`src/hw/rtl/sdt_pkg.sv`:
```
// Shared types for the service description section walker.
// Record kind codes and the result record struct; no dependencies.
package sdt_pkg;

    typedef enum logic [1:0] {
        KIND_SERVICE = 2'd0,
        KIND_END     = 2'd1,
        KIND_ERROR   = 2'd2
    } t_kind;

    localparam logic [12:0] LOOP_START = 13'd11;
    localparam logic [12:0] POS_MAX    = 13'h1FFF;

    typedef struct packed {
        t_kind       kind;
        logic [15:0] network_id;
        logic [15:0] program_number;
        logic        eit_schedule;
        logic        eit_present_following;
        logic [2:0]  running_state;
        logic        scrambled;
        logic [11:0] descriptor_bytes;
        logic [9:0]  service_index;
        logic        section_done;
    } t_rec;

endpackage

```
`src/hw/rtl/sdt_walk.sv`:
```
// Section walk state and per-byte decode: position, service loop pointer,
// network id capture, header shift register. Uses sdt_pkg.
module sdt_walk import sdt_pkg::*; #(
    parameter int MAX_SECTION_BYTES = 4096
) (
    input  logic        i_clk,
    input  logic        i_rst_n,
    input  logic        i_fire,
    input  logic [7:0]  i_data_byte,
    input  logic [12:0] i_section_length,
    input  logic        i_first_byte,
    output logic        o_hit,
    output t_rec        o_rec
);

    localparam logic [12:0] LenMax = 13'(MAX_SECTION_BYTES);

    logic [12:0] r_pos, n_pos;
    logic [12:0] r_svc_start, n_svc_start;
    logic [15:0] r_nid, n_nid;
    logic [31:0] r_hdr, n_hdr;
    logic [9:0]  r_cnt, n_cnt;
    logic        r_err, n_err;

    logic [12:0] cur_pos, cur_s, len_c;
    logic [15:0] cur_nid;
    logic [31:0] cur_hdr;
    logic [9:0]  cur_cnt;
    logic        cur_err;
    logic [13:0] s4, nxt, pos_x;
    logic [11:0] dll;

    always_comb begin
        len_c   = (i_section_length > LenMax) ? LenMax : i_section_length;
        cur_pos = i_first_byte ? '0 : r_pos;
        cur_s   = i_first_byte ? LOOP_START : r_svc_start;
        cur_nid = i_first_byte ? '0 : r_nid;
        cur_hdr = i_first_byte ? '0 : r_hdr;
        cur_cnt = i_first_byte ? '0 : r_cnt;
        cur_err = i_first_byte ? 1'b0 : r_err;

        n_pos       = (cur_pos != POS_MAX) ? cur_pos + 13'd1 : cur_pos;
        n_svc_start = cur_s;
        n_nid       = cur_nid;
        n_hdr       = cur_hdr;
        n_cnt       = cur_cnt;
        n_err       = cur_err;

        s4    = {1'b0, cur_s} + 14'd4;
        pos_x = {1'b0, cur_pos};
        dll   = {cur_hdr[3:0], i_data_byte};
        nxt   = {1'b0, cur_s} + 14'd5 + {2'b00, dll};

        o_hit = 1'b0;
        o_rec = '0;
        o_rec.kind = KIND_SERVICE;

        if (!cur_err && cur_pos < len_c) begin
            if (cur_pos == 13'd8) begin
                n_nid = {i_data_byte, cur_nid[7:0]};
            end else if (cur_pos == 13'd9) begin
                n_nid = {cur_nid[15:8], i_data_byte};
            end

            if (s4 < {1'b0, len_c} && cur_pos >= cur_s && pos_x <= s4) begin
                if (pos_x < s4) begin
                    n_hdr = {cur_hdr[23:0], i_data_byte};
                end else begin
                    o_hit               = 1'b1;
                    o_rec.network_id    = n_nid;
                    o_rec.service_index = cur_cnt;
                    n_hdr               = '0;
                    if (nxt > {1'b0, len_c - 13'd4}) begin
                        n_err              = 1'b1;
                        o_rec.kind         = KIND_ERROR;
                        o_rec.section_done = 1'b1;
                    end else begin
                        o_rec.program_number        = cur_hdr[31:16];
                        o_rec.eit_schedule          = cur_hdr[9];
                        o_rec.eit_present_following = cur_hdr[8];
                        o_rec.running_state         = cur_hdr[7:5];
                        o_rec.scrambled             = cur_hdr[4];
                        o_rec.descriptor_bytes      = dll;
                        n_cnt                       = cur_cnt + 10'd1;
                        n_svc_start                 = nxt[12:0];
                    end
                end
            end

            if (!o_hit && cur_pos == len_c - 13'd1) begin
                o_hit               = 1'b1;
                o_rec.kind          = KIND_END;
                o_rec.network_id    = n_nid;
                o_rec.service_index = cur_cnt;
                o_rec.section_done  = 1'b1;
            end
        end
    end

    always_ff @(posedge i_clk) begin
        if (!i_rst_n) begin
            r_pos       <= '0;
            r_svc_start <= LOOP_START;
            r_nid       <= '0;
            r_hdr       <= '0;
            r_cnt       <= '0;
            r_err       <= 1'b0;
        end else if (i_fire) begin
            r_pos       <= n_pos;
            r_svc_start <= n_svc_start;
            r_nid       <= n_nid;
            r_hdr       <= n_hdr;
            r_cnt       <= n_cnt;
            r_err       <= n_err;
        end
    end

endmodule

```
`src/hw/rtl/sdt_service_loop_parser.sv`:
```
// Channel  Dir  Handshake                 Payload
// in       in   i_in_valid / o_in_stall   data_byte, section_length, first_byte
// out      out  o_out_valid / i_out_stall service record, end or error record
// One item per cycle unless o_in_stall holds: input register, then decode
// into the result register. A result follows its item through the input
// register and then the result register; at most one result per item.
// Synchronous active-low reset clears the walk state (position 0, loop at 11).
// o_in_stall rises only when the input register is full and the result
// register is full and stalled.
// Top level of the service loop parser; uses sdt_pkg and sdt_walk.
module sdt_service_loop_parser import sdt_pkg::*; #(
    parameter int MAX_SECTION_BYTES = 4096
) (
    input  logic        i_clk,
    input  logic        i_rst_n,
    input  logic        i_in_valid,
    output logic        o_in_stall,
    input  logic [7:0]  i_data_byte,
    input  logic [12:0] i_section_length,
    input  logic        i_first_byte,
    output logic        o_out_valid,
    input  logic        i_out_stall,
    output logic [1:0]  o_kind,
    output logic [15:0] o_network_id,
    output logic [15:0] o_program_number,
    output logic        o_eit_schedule,
    output logic        o_eit_present_following,
    output logic [2:0]  o_running_state,
    output logic        o_scrambled,
    output logic [11:0] o_descriptor_bytes,
    output logic [9:0]  o_service_index,
    output logic        o_section_done
);

    logic        r_in_valid;
    logic [7:0]  r_data_byte;
    logic [12:0] r_section_length;
    logic        r_first_byte;
    logic        r_out_valid;
    t_rec        r_rec;

    logic        out_free, fire, hit;
    t_rec        rec;

    assign out_free   = !r_out_valid || !i_out_stall;
    assign fire       = r_in_valid && out_free;
    assign o_in_stall = r_in_valid && !out_free;

    sdt_walk #(
        .MAX_SECTION_BYTES(MAX_SECTION_BYTES)
    ) u_walk (
        .i_clk           (i_clk),
        .i_rst_n         (i_rst_n),
        .i_fire          (fire),
        .i_data_byte     (r_data_byte),
        .i_section_length(r_section_length),
        .i_first_byte    (r_first_byte),
        .o_hit           (hit),
        .o_rec           (rec)
    );

    always_ff @(posedge i_clk) begin
        if (!i_rst_n) begin
            r_in_valid <= 1'b0;
        end else if (!o_in_stall) begin
            r_in_valid <= i_in_valid;
        end
    end

    always_ff @(posedge i_clk) begin
        if (i_in_valid && !o_in_stall) begin
            r_data_byte      <= i_data_byte;
            r_section_length <= i_section_length;
            r_first_byte     <= i_first_byte;
        end
    end

    always_ff @(posedge i_clk) begin
        if (!i_rst_n) begin
            r_out_valid <= 1'b0;
        end else if (out_free) begin
            r_out_valid <= r_in_valid && hit;
        end
    end

    always_ff @(posedge i_clk) begin
        if (fire && hit) begin
            r_rec <= rec;
        end
    end

    assign o_out_valid             = r_out_valid;
    assign o_kind                  = r_rec.kind;
    assign o_network_id            = r_rec.network_id;
    assign o_program_number        = r_rec.program_number;
    assign o_eit_schedule          = r_rec.eit_schedule;
    assign o_eit_present_following = r_rec.eit_present_following;
    assign o_running_state         = r_rec.running_state;
    assign o_scrambled             = r_rec.scrambled;
    assign o_descriptor_bytes      = r_rec.descriptor_bytes;
    assign o_service_index         = r_rec.service_index;
    assign o_section_done          = r_rec.section_done;

    a_stall_cause: assert property (@(posedge i_clk) disable iff (!i_rst_n)
        o_in_stall |-> (r_in_valid && r_out_valid && i_out_stall))
        else $error("input stalled without a blocked result");

    a_done_kind: assert property (@(posedge i_clk) disable iff (!i_rst_n)
        o_out_valid |-> (o_section_done == (o_kind != KIND_SERVICE)))
        else $error("section_done disagrees with record kind");

    a_closing_zero: assert property (@(posedge i_clk) disable iff (!i_rst_n)
        (o_out_valid && o_kind != KIND_SERVICE) |->
            (o_program_number == 16'd0 && o_descriptor_bytes == 12'd0))
        else $error("end or error record carries service fields");

endmodule
```
`config.mk`:
```
export PLATFORM = sky130hd
export DESIGN_NAME = sdt_service_loop_parser
export DESIGN_NICKNAME = d
export VERILOG_FILES = /design/src/hw/rtl/sdt_pkg.sv /design/src/hw/rtl/sdt_walk.sv /design/src/hw/rtl/sdt_service_loop_parser.sv
export SDC_FILE = /design/constraint.sdc
export NUM_CORES = 1
export LEC_CHECK = 0
export BUFFER_PORTS_ARGS = -buffer_cell sky130_fd_sc_hd__buf_2
export CORE_UTILIZATION = 65
export CTS_BUF_LIST = sky130_fd_sc_hd__clkbuf_4
export DETAILED_ROUTE_END_ITERATION = 7
export GPL_TIMING_DRIVEN = 0
export PLACE_DENSITY = 0.85
export SYNTH_ARGS = -nofsm -noshare
export SYNTH_HDL_FRONTEND = slang
export SYNTH_SLANG_ARGS = --single-unit
export TNS_END_PERCENT = 10
```
`constraint.sdc`:
```
create_clock -name i_clk -period 16.6 [get_ports i_clk]
set_input_delay 2.49 -clock i_clk [delete_from_list [all_inputs] [get_ports i_clk]]
set_output_delay 2.49 -clock i_clk [all_outputs]
set_load 0.02 [all_outputs]
```
* Yosys cells after proc, flatten, opt, wreduce, memory -nomap -nowiden *
Index checks and enable logic that the tools add are counted.
Widths: inputs -> output; s select.

storage, ports and cells
  register bits = 172
  word-level logic and storage cells = 98

cells by class
  add/subtract/negate cells = 7
  $lt $le $gt $ge = 7
  equal/unequal tests = 4
  multiplexer cells = 38
  bitwise operators = 2
  reductions and logical operators = 18

operators with widths
  cell                   number
  $mux 32                4
  $mux 62                2
  $mux 13                8
  $mux 10                5
  $mux 16                3
  $mux 34                1
  $add 13x3->14 const B  2
  $eq 13x4->1 const B    2
  $mux 17                1
  $add 14x12->14         1
  $gt 14x13->1           1
  $le 13x14->1           1
  $lt 13x14->1           1
  $lt 14x13->1           1
  $add 13x1->13 const B  1
  $eq 13x13->1           1
  $ge 13x13->1           1
  $gt 13x13->1 const B   1
  $lt 13x13->1           1
  $ne 13x13->1 const B   1
  $sub 13x1->13 const B  1
  $sub 13x3->13 const B  1
  $mux 1                 11
  $mux 11                1
  other kinds (8)        23

* Logic depth before layout (Yosys ltp) *
Gate-level depths: netlist of the first run.

  depth after elaboration = 12
  depth in mapped cells = 28
  depth with buffers taken out = 22

* By module *
From an unflattened synthesis of the first run, not the netlist that was laid out.

second synthesis, totals
  cell total of the unflattened synthesis = 1057
  area total of the unflattened synthesis = 10264.8 µm²

by module, submodules not included
  module                   times used  cells an instance  area each (µm²)  seq. area each (µm²)
  sdt_walk                 1           962                7621.1           1701.6
  sdt_service_loop_parser  1           95                 2643.8           2592.5

* Worst setup path before layout of the first run *
OpenSTA, ideal clock, no wires.

  kind = register to register
  from = reg r_first_byte
  to = reg r_rec, in the netlist o_descriptor_bytes[0], enable pin
  library setup time = 485 ps
  arrival time = 6909 ps
  slack = 9207 ps
  cell stages (with the launch flop) = 20
  buffers on the path = 6
  clock period less this slack = 7393 ps
  path through = edfxtp_1 clkbuf_1 clkbuf_1 clkbuf_1 clkbuf_1 clkbuf_1 nand2b_1 inv_1 ha_1 nand3_1 or4_1 xnor2_1 inv_1 ha_1 nand3_1 or4_1 nor4_1 nor2_1 clkbuf_1 nor2_1

between the ends
  cells in the longest elaborated chain, start to end = 12

ends and longest elaborated chain
  item                             line                           source
  start, declared                  sdt_service_loop_parser.sv:38  logic r_first_byte;
  start signal, assigned           sdt_service_loop_parser.sv:74  r_first_byte <= i_first_byte;
  $mux 13                          sdt_walk.sv:36                 cur_s = i_first_byte ? LOOP_START : r_svc_start;
  $add 13x3->14                    sdt_walk.sv:49                 s4 = {1'b0, cur_s} + 14'd4;
  $lt 14x13->1                     sdt_walk.sv:65                 if (s4 < {1'b0, len_c} && cur_pos >= cur_s && pos_x <= s4) begin
  $logic_and 1x1->1 (2 in series)  sdt_walk.sv:65
  $mux 1                           sdt_walk.sv:65
  $mux 1                           sdt_walk.sv:58                 if (!cur_err && cur_pos < len_c) begin
  $logic_not 1->1                  sdt_walk.sv:90                 if (!o_hit && cur_pos == len_c - 13'd1) begin
  $logic_and 1x1->1                sdt_walk.sv:90
  $mux 1                           sdt_walk.sv:90
  $mux 1 (*)                       sdt_walk.sv:58
  $logic_and 1x1->1 (*)            sdt_service_loop_parser.sv:87  if (fire && hit) begin
  end signal, assigned             sdt_service_loop_parser.sv:88  r_rec <= rec;
  end, declared                    sdt_service_loop_parser.sv:40  t_rec r_rec;

Every way passes the cells marked *; elsewhere a longest branch is shown, timed or not. The select of a mux whose other input is x is not followed.
A chain may end at the register's enable or synchronous reset.

* Final worst setup path of the first run *
  from = reg r_first_byte
  to = reg u_walk.r_svc_start[11]

between the ends
  cells in the longest elaborated chain, start to end = 8

ends and longest elaborated chain
  item                  line             source
  $mux 13               sdt_walk.sv:36
  $add 13x3->14         sdt_walk.sv:52   nxt = {1'b0, cur_s} + 14'd5 + {2'b00, dll};
  $add 14x12->14        sdt_walk.sv:52
  $gt 14x13->1          sdt_walk.sv:73   if (nxt > {1'b0, len_c - 13'd4}) begin
  $mux 13               sdt_walk.sv:73
  $mux 13               sdt_walk.sv:66   if (pos_x < s4) begin
  $mux 13               sdt_walk.sv:65
  $mux 13 (*)           sdt_walk.sv:58
  end signal, assigned  sdt_walk.sv:110  r_svc_start <= n_svc_start;
  end, declared         sdt_walk.sv:19   logic [12:0] r_svc_start, n_svc_start;

Every way passes the cells marked *; elsewhere a longest branch is shown, timed or not.

==> results.tsv, run 1 <==
stage	metric	value	unit
synthesis	Mapped Nets	1172	
synthesis	Synth cell types	76	
timing	number of hold violations in the final report	0	
power_and_ir_drop	Worst VDD drop	0.0490	mV
die	Initial Utilization	66.4	%
min_path	class of the worst hold path	reg -> reg	
timing	Slew Limit Fails	0	
die	Die Width	126	um
die	FP Rows	45	
drt	detailed-route via count	8460	
cells_and_area	Layout area overhead	10.0	%
place	DP HPWL	18.9	mm
power_and_ir_drop	part of the power in combinational logic	8.5	%
timing	final setup skew	0.0221	ns
timing	Final period util	50.0	%
timing	Slew @ Worst Pin	1.19	ns
power_and_ir_drop	switch share	27.9	%
synthesis	Ys Warns	0	
synthesis	syn avg cell area	9.56	um^2
global_routing	vias in the first global route	8109	
job	Max Cap Viol	0	
global_routing	first-pass GRT wire length	39.8	mm
synthesis	Cells after Synth	1052	
timing	Slew headroom	20.0	%
cts	hold_buf cts	0	
cts	Post-CTS Setup Bufs	0	
critical_path	Crit Path Max Fanout	10	
synthesis	top post-synthesis cells by area	edfxtp_1 25%, dfxtp_1 17%, ha_1 12%, nor2_1 3.5%, nand2_1 3.2%	
drt	WL/cell	18.1	um
synthesis	Post-synth EDFFs	85	
critical_path	slowest stage cell, crit path	edfxtp_1	
cells_and_area	fill count	1180	
cts	clock-pin slew on the worst setup and hold paths	0.15	ns
critical_path	CP peak stage delay	0.64	ns
drt	Vias per Instance	6.20	
cts	Worst-Skew Late Latency	0.60	ns
power_and_ir_drop	Switch Pwr	0.212	mW
cts	H-tree Lvls	4	
place	routability cong.	0.966	
cts	root buffer cell	clkbuf_4	
timing	post-route minimum period	8.30	ns
place	IO buf count	89	
cts	Sink Count	172	
die	io pins	91	
cts	CTS tree	done	
cts	total CTS buffers	17	
power_and_ir_drop	internal cell power	0.549	mW
critical_path	critical path arrival	8.84	ns
synthesis	sequential share of the synthesized area	42.7	%
power_and_ir_drop	pwr/cell area	68.8	nW/um^2
critical_path	Startpoint Class	flip-flop	
global_routing	grt total ovfl	0	
die	DIE AREA	16000	um^2
die	core area	15100	um^2
critical_path	Setup Crit Path Kind	reg -> reg	
cells_and_area	share of cells above drive strength 1	13.0	%
drt	Iter 0 DRT Violations	722	
cts	PostCTS Resize Cnt	0	
drt	DRT Pass-1 Iters	6	
cells_and_area	nets	1282	
synthesis	post-synth top area share	25.4	%
power_and_ir_drop	clock share of power	32.1	%
drt	Detail Route Antenna Nets	0	
power_and_ir_drop	P_leak	4.23	nW
drt	drt drc	0	
cts	clock buffer depth	2	
die	Die Y	126	um
timing	fmax	120	MHz
critical_path	Critical Path RT	17.14	ns
global_routing	largest net degree at the start of global routing	41	
synthesis	Synth Flop Type	dfxtp_1	
global_routing	Global Route Usage Sum	32.2	%
synthesis	Synth area leader	edfxtp_1	
synthesis	flops & latches, synth	172	
outcome	status	completed	
global_routing	initial antenna violation count	2	
power_and_ir_drop	sequential share of power	59.4	%
drt	total wire length	24.7	mm
power_and_ir_drop	Power Total	0.761	mW
timing	Setup TNS Final	0	ns
critical_path	nature of the critical path endpoint	flip-flop	
timing	RSZ-0062 raised after global routing	false	
timing	setup violators final	0	
synthesis	asr flop ratio synth	0	%
synthesis	area of the mapped netlist	10100	um^2
critical_path	CP most frequent cell	clkbuf_1	
state kept, by name (all words and copies together) (netlist names), 2 cells and up:
| signal | count |
|---|---|
| o_kind | 2 |
| u_walk.r_cnt | 10 |
| o_network_id | 16 |
| r_section_length | 13 |
| u_walk.r_pos | 13 |
| r_data_byte | 8 |
| o_program_number | 16 |
| u_walk.r_svc_start | 13 |
| u_walk.r_nid | 16 |
| o_descriptor_bytes | 12 |
| o_running_state | 3 |
| u_walk.r_hdr | 32 |
| o_service_index | 10 |
cell usage after synthesis (3+ instances only):
cell type	instances
a21o_1	12
and2_1	36
edfxtp_1	85
nor3b_1	27
nor2_1	94
a211oi_1	8
or3_1	3
nor4_2	3
xnor2_1	27
o21bai_1	3
a22oi_1	17
xor2_1	16
a22o_1	26
nor3_1	23
buf_2	7
nand2_1	87
or2_2	7
nand4b_1	6
a21oi_1	46
nor4_1	20
mux2i_1	11
or4_1	5
ha_1	93
nor2b_1	25
clkbuf_1	39
inv_1	57
nand4_1	12
o22ai_1	14
dfxtp_1	87
o21ai_0	26
o21a_1	6
nor4b_1	3
o2111ai_1	5
and3_1	7
nand3_1	30
nand2b_1	21
a31oi_1	7
o31a_1	3
nand3b_1	3
per-layer routing:
layer	vias to the layer above	global-route usage (%)	share of wire (%)
met4	0	14.9	2.8
met1	3966	41.2	42
met5	-	0	0
met3	59	5.69	7.6
met2	404	53.2	48
li1	4031	-	-
cell usage in the layout (no fill, tap or decap), drive strengths merged, types with 8 or more instances in the layout:
master	instances
nand3	30
a22o	26
mux2i	11
ha	93
nor2	95
xor2	16
xnor2	27
and2	37
dfxtp	87
nand2	87
a211oi	8
nand2b	21
nand4	12
o21ai	28
a22oi	17
nor3b	27
nor3	23
nor4	24
clkbuf	56
inv	64
o22ai	14
buf	101
a21o	12
a21oi	46
edfxtp	85
nor2b	25
per-stage QoR:
step / hold WS [ns] / worst slack [ns] / instance area (um^2) / cells / utilization, %
after detailed placement: 0.437 / 8.47 / 10800 / 1331 / 71.2
after global placement: 0.432 / 6.81 / 10700 / 1329 / 70.9
after CTS: 0.457 / 8.44 / 11100 / 1363 / 73.1
after global routing: 0.490 / 7.92 / 11100 / 1364 / 73.1
final: 0.462 / 8.30 / 11100 / 1364 / 73.1
after floorplan: 0.424 / 9.21 / 10100 / 1052 / -
power by group through the flow:
stage	registers [mW]	clock network, mW	logic, mW
floorplan	0.459	0	0.0445
global placement	0.461	0	0.0602
detailed placement	0.461	0	0.0626
CTS	0.452	0.246	0.0629
global route	0.453	0.263	0.0711
finish	0.452	0.244	0.0646
final timing paths:
check                         from  slack, ns                      to  depth (start not counted)
min reg2reg  u_walk.r_svc_start[1]       0.46   u_walk.r_svc_start[1]                          2
min          u_walk.r_svc_start[1]       0.46   u_walk.r_svc_start[1]                          2
max reg2reg           r_first_byte       8.30  u_walk.r_svc_start[11]                         26
max                   r_first_byte       8.30  u_walk.r_svc_start[11]                         26
area by class of cell:
type / instances / area [um^2] / share of cell area [%]
Buffer: 49 / 200 / 1.81
Clock buffer: 17 / 128 / 1.15
Sequential cell: 172 / 4290 / 38.8
Clock inverter: 15 / 155 / 1.40
Multi-Input combinational cell: 774 / 5360 / 48.4
Antenna cell: 1 / 2.50 / 0.0226
Tap cell: 188 / 235 / 2.12
Timing Repair Buffer: 91 / 480 / 4.34
Inverter: 57 / 214 / 1.93
worst max-delay path: cells and delay by family (launching register included):
kind / cells / cell delay [ns]
DFF: 1 / 0.64
buffers and inverters: 7 / 2.74
AOI/OAI and AO/OA: 8 / 1.77
and+or+nand+nor: 8 / 2.35
adders and majority gates: 3 / 0.77
kinds of logic (layout without fill, tap and decap cells):
kind of cell	after synthesis	in the layout	share of synthesized area [%]
AOI/OAI and AO/OA	200	200	13.8
xor gates and xnor gates	44	44	3.97
adders and majority gates	94	94	11.8
buffers and inverters	106	229	4.12
DFF	172	172	42.7
muxes	12	12	1.21
other	0	1	0
and+or+nand+nor	424	424	22.5
Note: power is estimated with default switching activity, not from simulation.
==> inputs of run 2 (changes only) <==
--- a/config.mk
+++ b/config.mk
@@ -6,11 +6,11 @@
 export NUM_CORES = 1
 export LEC_CHECK = 0
 export BUFFER_PORTS_ARGS = -buffer_cell sky130_fd_sc_hd__buf_2
-export CORE_UTILIZATION = 65
+export CORE_UTILIZATION = 62
 export CTS_BUF_LIST = sky130_fd_sc_hd__clkbuf_4
 export DETAILED_ROUTE_END_ITERATION = 7
 export GPL_TIMING_DRIVEN = 0
-export PLACE_DENSITY = 0.85
+export PLACE_DENSITY = 0.82
 export SYNTH_ARGS = -nofsm -noshare
 export SYNTH_HDL_FRONTEND = slang
 export SYNTH_SLANG_ARGS = --single-unit
==> constraint.sdc (replaced) <==
create_clock -name i_clk -period 7.9 [get_ports i_clk]
set_input_delay 1.185 -clock i_clk [delete_from_list [all_inputs] [get_ports i_clk]]
set_output_delay 1.185 -clock i_clk [all_outputs]
set_load 0.02 [all_outputs]
==> run 2 against run 1 <==
Compared with the run above: sequential power up 110%; critical path type unchanged; register-to-register slack worse by 7.8 ns; cell area up 1.1%; largest power group unchanged; final cell count up 2.0%; clock-buffer cell count up 1; highest routed layer unchanged.
==> results.tsv, run 2 (synthesis results as in run 1) <==
stage	metric	value	unit
power_and_ir_drop	Worst VDD drop	0.0955	mV
timing	RSZ-0062 raised after global routing	false	
cts	Sink Count	172	
drt	detailed-route via count	8487	
critical_path	slowest stage cell, crit path	edfxtp_1	
cells_and_area	most frequent cells in the layout	96 x buf_2, 93 x nor2_1, 93 x ha_1	
drt	drt drc	0	
cells_and_area	share of cells above drive strength 1	13.8	%
critical_path	nature of the critical path endpoint	flip-flop	
cts	clock-pin slew on the worst setup and hold paths	0.15	ns
power_and_ir_drop	P_leak	4.29	nW
cts	root buffer cell	clkbuf_4	
cts	total CTS buffers	17	
cells_and_area	Final Util	70.4	%
global_routing	initial antenna violation count	0	
global_routing	largest net degree at the start of global routing	40	
timing	Slew headroom	38.9	%
power_and_ir_drop	internal cell power	1.25	mW
die	io pins	91	
timing	setup violators final	0	
timing	post-route minimum period	7.44	ns
timing	Slew Limit Fails	0	
critical_path	reg2reg path depth	27	
die	core area	15900	um^2
critical_path	CP peak stage delay	0.62	ns
cts	H-tree Lvls	4	
timing	Final period util	94.2	%
die	Die Y	129	um
power_and_ir_drop	clock share of power	35.2	%
cells_and_area	Layout area overhead	11.2	%
timing	final setup skew	0.0213	ns
drt	Vias per Instance	6.10	
min_path	hold path depth	2	
job	Max Cap Viol	0	
critical_path	Critical Path RT	8.38	ns
die	Initial Utilization	63.3	%
min_path	class of the worst hold path	reg -> reg	
global_routing	first-pass GRT wire length	39.0	mm
timing	Slew @ Worst Pin	0.907	ns
power_and_ir_drop	part of the power in combinational logic	8.2	%
place	Placed Cells	1359	
cts	Worst-Skew Late Latency	0.60	ns
drt	Iter 0 DRT Violations	750	
power_and_ir_drop	switch share	25.6	%
timing	fmax	134	MHz
global_routing	Global Route Usage Sum	30.7	%
cells_and_area	nets	1282	
cells_and_area	footprint of the multi-input gates	5380	um^2
cells_and_area	fill count	1228	
cts	hold_buf cts	0	
place	routability cong.	0.933	
place	IO buf count	89	
drt	total wire length	24.8	mm
global_routing	vias in the first global route	7817	
outcome	status	completed	
cells_and_area	register area	4290	um^2
critical_path	Crit Path Max Fanout	19	
die	DIE AREA	16700	um^2
cells_and_area	number of flip-flops in the largest register	32	
critical_path	critical path arrival	7.92	ns
critical_path	Setup Crit Path Kind	reg -> reg	
cells_and_area	most common cell after layout, fill and taps aside	buf_2	
die	FP Rows	46	
cells_and_area	Finished Layout Cells	1391	
drt	Detail Route Antenna Nets	0	
drt	DRT Pass-1 Iters	8	
cts	clock buffer depth	2	
global_routing	grt total ovfl	0	
cells_and_area	Ant. Diodes	0	
critical_path	Startpoint Class	flip-flop	
cells_and_area	most flop-heavy register	u_walk.r_hdr	
drt	WL/cell	17.8	um
power_and_ir_drop	sequential share of power	56.6	%
power_and_ir_drop	Switch Pwr	0.430	mW
timing	number of hold violations in the final report	0	
place	DP HPWL	18.9	mm
cts	CTS tree	done	
die	Die Width	129	um
power_and_ir_drop	pwr/cell area	150	nW/um^2
## run 2: changes by cell type in the layout (fill, tap and decap cells not counted), moves of 2 or more
cell	change
clkinvlp_4	-3
clkbuf_2	+5
inv_6	-2
clkinv_4	+2
clkbuf_1	-6
bufinv_16	+3
## run 2: what timing repair did
item	CTS	global route
hold endpoints to repair	0	0
buffers inserted	0	1
endpoints found under the setup margin	46	95
gates resized for setup	4	6
pin swaps	0	1
## run 2: final timing paths
path                               from               endpoint  slack, ns
setup / recovery           r_first_byte        u_walk.r_cnt[4]       0.46
hold / removal    u_walk.r_svc_start[1]  u_walk.r_svc_start[1]       0.47
setup reg to reg           r_first_byte        u_walk.r_cnt[4]       0.46
hold reg to reg   u_walk.r_svc_start[1]  u_walk.r_svc_start[1]       0.47
## run 2: final cells by class
type / instances / area share, %
inverter: 57 / 1.91
clock buffer: 18 / 1.21
multi-input combinational: 774 / 48.1
clock inverter: 14 / 1.85
sequential: 172 / 38.4
tap: 216 / 2.42
buffer: 48 / 1.81
timing repair buffer: 92 / 4.36
## run 2: power by group through the flow
stage	clock, mW	combinational, mW	sequential [mW]
after detailed placement	0	0.132	0.970
after floorplan	0	0.0934	0.963
after CTS	0.596	0.133	0.950
after global routing	0.629	0.150	0.951
after global placement	0	0.128	0.970
final	0.591	0.137	0.950
## run 2: metrics by stage
step	hold slack (ns)	power [mW]	worst slack, ns	area [um^2]	TNS, ns
final	0.467	1.68	0.459	11200	0
after global routing	0.506	1.73	0.0997	11200	0
after CTS	0.462	1.68	0.0462	11200	0
after detailed placement	0.442	1.10	-0.409	10800	-7.27
after global placement	0.431	1.10	-2.06	10800	-133.36
after floorplan	0.424	1.06	0.507	10100	0
## run 2: worst max-delay path, delay by kind of cell, from the launching register on
kind	cells	cell delay [ns]
buffers and inverters	7	2.16
and+or+nand+nor	7	1.66
AOI/OAI and AO/OA	7	1.23
adders and majority gates	4	1.06
xor gates and xnor gates	1	0.28
DFF	1	0.62
muxes	1	0.28
## run 2: metal layers
metal / vias up / track usage [%] / share of wire, %
met4: 0 / 14.2 / 3.1
li1: 4047 / - / -
met1: 3959 / 39.7 / 42
met5: - / 0 / 0
met3: 78 / 6.36 / 8.4
met2: 403 / 49.3 / 47
==> inputs of run 3 (changes only) <==
--- a/config.mk
+++ b/config.mk
@@ -5,12 +5,14 @@
 export SDC_FILE = /design/constraint.sdc
 export NUM_CORES = 1
 export LEC_CHECK = 0
+export ABC_AREA = 1
 export BUFFER_PORTS_ARGS = -buffer_cell sky130_fd_sc_hd__buf_2
-export CORE_UTILIZATION = 62
+export CORE_ASPECT_RATIO = 1.25
+export CORE_UTILIZATION = 63
 export CTS_BUF_LIST = sky130_fd_sc_hd__clkbuf_4
 export DETAILED_ROUTE_END_ITERATION = 7
 export GPL_TIMING_DRIVEN = 0
-export PLACE_DENSITY = 0.82
+export PLACE_DENSITY = 0.8
 export SYNTH_ARGS = -nofsm -noshare
 export SYNTH_HDL_FRONTEND = slang
 export SYNTH_SLANG_ARGS = --single-unit
==> run 3 against run 2 <==
Compared with the run above: the run now ends with DRC left; maximum frequency grew 11%; final cell count rose by 28%; sequential power increased by 0.5%; sequential cell count unchanged; combinational power increased by 53%; largest cell class unchanged; critical path type unchanged; critical endpoint is now o_program_number[14].
==> results.tsv, run 3 <==
stage	metric	value	unit
timing	Slew @ Worst Pin	0.907	ns
cts	Sink Count	172	
cts	root buffer cell	clkbuf_4	
drt	total wire length	30.7	mm
cells_and_area	most common cell after layout, fill and taps aside	nand2_1	
power_and_ir_drop	P_leak	5.23	nW
synthesis	area of the mapped netlist	10900	um^2
synthesis	multiplexer share of the synthesized area	0	%
critical_path	CP most frequent cell	nand2_1	
synthesis	Ys Warns	0	
synthesis	Post-synth EDFFs	85	
synthesis	flops & latches, synth	172	
place	DP HPWL	23.7	mm
synthesis	Compound-Gate Fraction of Synth Area	13.2	%
drt	Iter 0 DRT Violations	1098	
cells_and_area	fin area	12000	um^2
synthesis	simple-gate area share of the yosys netlist	25.4	%
critical_path	Worst R2R Start	r_first_byte	
synthesis	asr flop ratio synth	0	%
power_and_ir_drop	Worst VDD drop	0.0756	mV
synthesis	Mapped Nets	1563	
critical_path	Worst R2R Setup Slack	1.21	ns
place	Placed Cells	1754	
drt	Detail Route Antenna Nets	0	
synthesis	Synth cell types	46	
global_routing	vias in the first global route	9593	
die	io pins	91	
cells_and_area	Layout area overhead	9.44	%
place	Placed Area	11700	um^2
synthesis	most instantiated cells after synthesis	334 x nand2_1, 173 x inv_1, 164 x nor2_1	
place	routability cong.	0.990	
synthesis	sequential share of the synthesized area	39.3	%
global_routing	first-pass GRT wire length	47.7	mm
timing	fmax	150	MHz
min_path	Hold Startpoint	u_walk.r_hdr[29]	
critical_path	CP peak stage delay	0.67	ns
die	Die Y	149	um
cells_and_area	most flop-heavy register	u_walk.r_hdr	
cts	clock buffer depth	2	
synthesis	syn avg cell area	7.57	um^2
critical_path	reg2reg path depth	29	
drt	drt drc	1	
cts	PostCTS Resize Cnt	0	
timing	Slew headroom	39.5	%
critical_path	nature of the critical path endpoint	flip-flop	
synthesis	largest family of logic cells by synthesized area	simple AND/OR/NAND/NOR gates	
global_routing	grt total ovfl	0	
critical_path	critical path arrival	7.16	ns
die	FP Rows	53	
job	Max Cap Viol	0	
cts	H-tree Lvls	4	
synthesis	top post-synthesis cells by area	edfxtp_1 23%, dfxtp_1 16%, nand2_1 11%, ha_1 11%, a21oi_1 6.0%	
synthesis	Cells after Synth	1443	
global_routing	Global Route Usage Sum	34.7	%
cells_and_area	Final Util	70.7	%
cells_and_area	nets	1673	
cts	clock-pin slew on the worst setup and hold paths	0.17	ns
synthesis	Synth Area in Adders	10.8	%
drt	WL/cell	17.2	um
synthesis	Synth Flop Type	dfxtp_1	
synthesis	post-synthesis xor/xnor area fraction	2.48	%
timing	number of hold violations in the final report	0	
critical_path	Startpoint Class	flip-flop	
synthesis	Synth area leader	edfxtp_1	
die	DIE AREA	17900	um^2
drt	Vias per Instance	5.87	
timing	Final period util	84.6	%
die	Die Width	120	um
critical_path	slowest stage cell, crit path	clkbuf_1	
critical_path	Critical Path RT	8.37	ns
die	core area	16900	um^2
power_and_ir_drop	pwr/cell area	140	nW/um^2
global_routing	largest net degree at the start of global routing	37	
die	Initial Utilization	64.6	%
critical_path	Crit Path Max Fanout	10	
power_and_ir_drop	Power Total	1.68	mW
min_path	class of the worst hold path	reg -> reg	
timing	post-route setup slack	1.21	ns
timing	post-route minimum period	6.69	ns
cts	total CTS buffers	17	
drt	detailed-route via count	10483	
cts	Worst-Skew Late Latency	0.61	ns
critical_path	Setup Crit Path Kind	reg -> reg	
drt	DRT Pass-1 Iters	8	
min_path	hold path endpoint	u_walk.r_hdr[29]	
timing	RSZ-0062 raised after global routing	false	
cts	Post-CTS Setup Bufs	0	
cells_and_area	Finished Layout Cells	1787	
outcome	failing checks	DRC	
outcome	status	complete, but fails checks	
global_routing	initial antenna violation count	1	
cells_and_area	fill count	1464	
critical_path	Reg-to-Reg End	o_program_number[14]	
timing	final setup skew	0.0328	ns
cts	hold_buf cts	0	
cells_and_area	share of cells above drive strength 1	10.8	%
synthesis	most common cell in the netlist	nand2_1	
timing	Slew Limit Fails	0	
place	Place WS	1.46	ns
cells_and_area	most frequent cells in the layout	334 x nand2_1, 172 x inv_1, 164 x nor2_1	
cts	CTS tree	done	
synthesis	post-synth top area share	23.4	%
min_path	hold path depth	2	
place	IO buf count	90	
cells_and_area	number of flip-flops in the largest register	32	
timing	Min Hold Slack	0.477	ns
timing	Setup TNS Final	0	ns
timing	setup violators final	0	
==> run 3: changes by cell type after synthesis, sizes merged, moves of 37 or more <==
cell,delta
inv,+120
nor2,+77
a21oi,+85
nand3,+42
nand2,+254
o21ai,+65
and2,-37
==> run 3: cell families after synthesis <==
| group | Yosys count |
|---|---|
| buf+inv | 237 |
| simple gates | 643 |
| compound gates | 266 |
| xor+xnor | 31 |
| fa+ha+maj | 94 |
| flops | 172 |
==> run 3: per-layer routing <==
layer / wire (um) / vias up / track usage (%) / part of all wire (%)
met2: 15300 / 485 / 61.1 / 50
met1: 11800 / 4870 / 39.8 / 39
li1: - / 5011 / - / -
met3: 1920 / 117 / 5.24 / 6.3
met4: 1620 / 0 / 20.1 / 5.3
met5: 0 / - / 0 / 0
==> run 3: how the worst max path moves through the flow <==
| stage | startpoint | end | slack [ns] |
|---|---|---|---|
| final | r_first_byte | o_program_number[14] | 1.21 |
| after global routing | r_first_byte | o_program_number[8] | 0.87 |
| after CTS | r_first_byte | o_program_number[7] | 1.39 |
| after detailed placement | r_first_byte | o_program_number[3] | 1.46 |
| after global placement | r_first_byte | o_network_id[0] | 0.64 |
| after floorplan | r_first_byte | o_descriptor_bytes[0] | 2.44 |
==> run 3: critical path, delay by kind of cell (launching register included) <==
| family | cells | cell delay [ns] |
|---|---|---|
| xor+xnor | 1 | 0.27 |
| compound gates | 2 | 0.70 |
| fa+ha+maj | 3 | 1.09 |
| buf+inv | 10 | 2.55 |
| simple gates | 13 | 1.53 |
| flops | 1 | 0.39 |
==> run 3: final cells by class <==
| type | count | area, um^2 | area share [%] |
|---|---|---|---|
| Multi-Input combinational cell | 1034 | 5670 | 47.4 |
| Antenna cell | 1 | 2.50 | 0.0209 |
| Buffer | 58 | 297 | 2.48 |
| Inverter | 179 | 672 | 5.62 |
| Clock buffer | 18 | 135 | 1.13 |
| Timing Repair Buffer | 91 | 470 | 3.93 |
| Clock inverter | 14 | 149 | 1.24 |
| Sequential cell | 172 | 4290 | 35.9 |
| Tap cell | 220 | 275 | 2.30 |
==> run 3: power breakdown <==
| group | switching (mW) | internal [mW] |
|---|---|---|
| Combinational | 0.144 | 0.0656 |
| Clock | 0.366 | 0.148 |
| Sequential | 0.0111 | 0.944 |
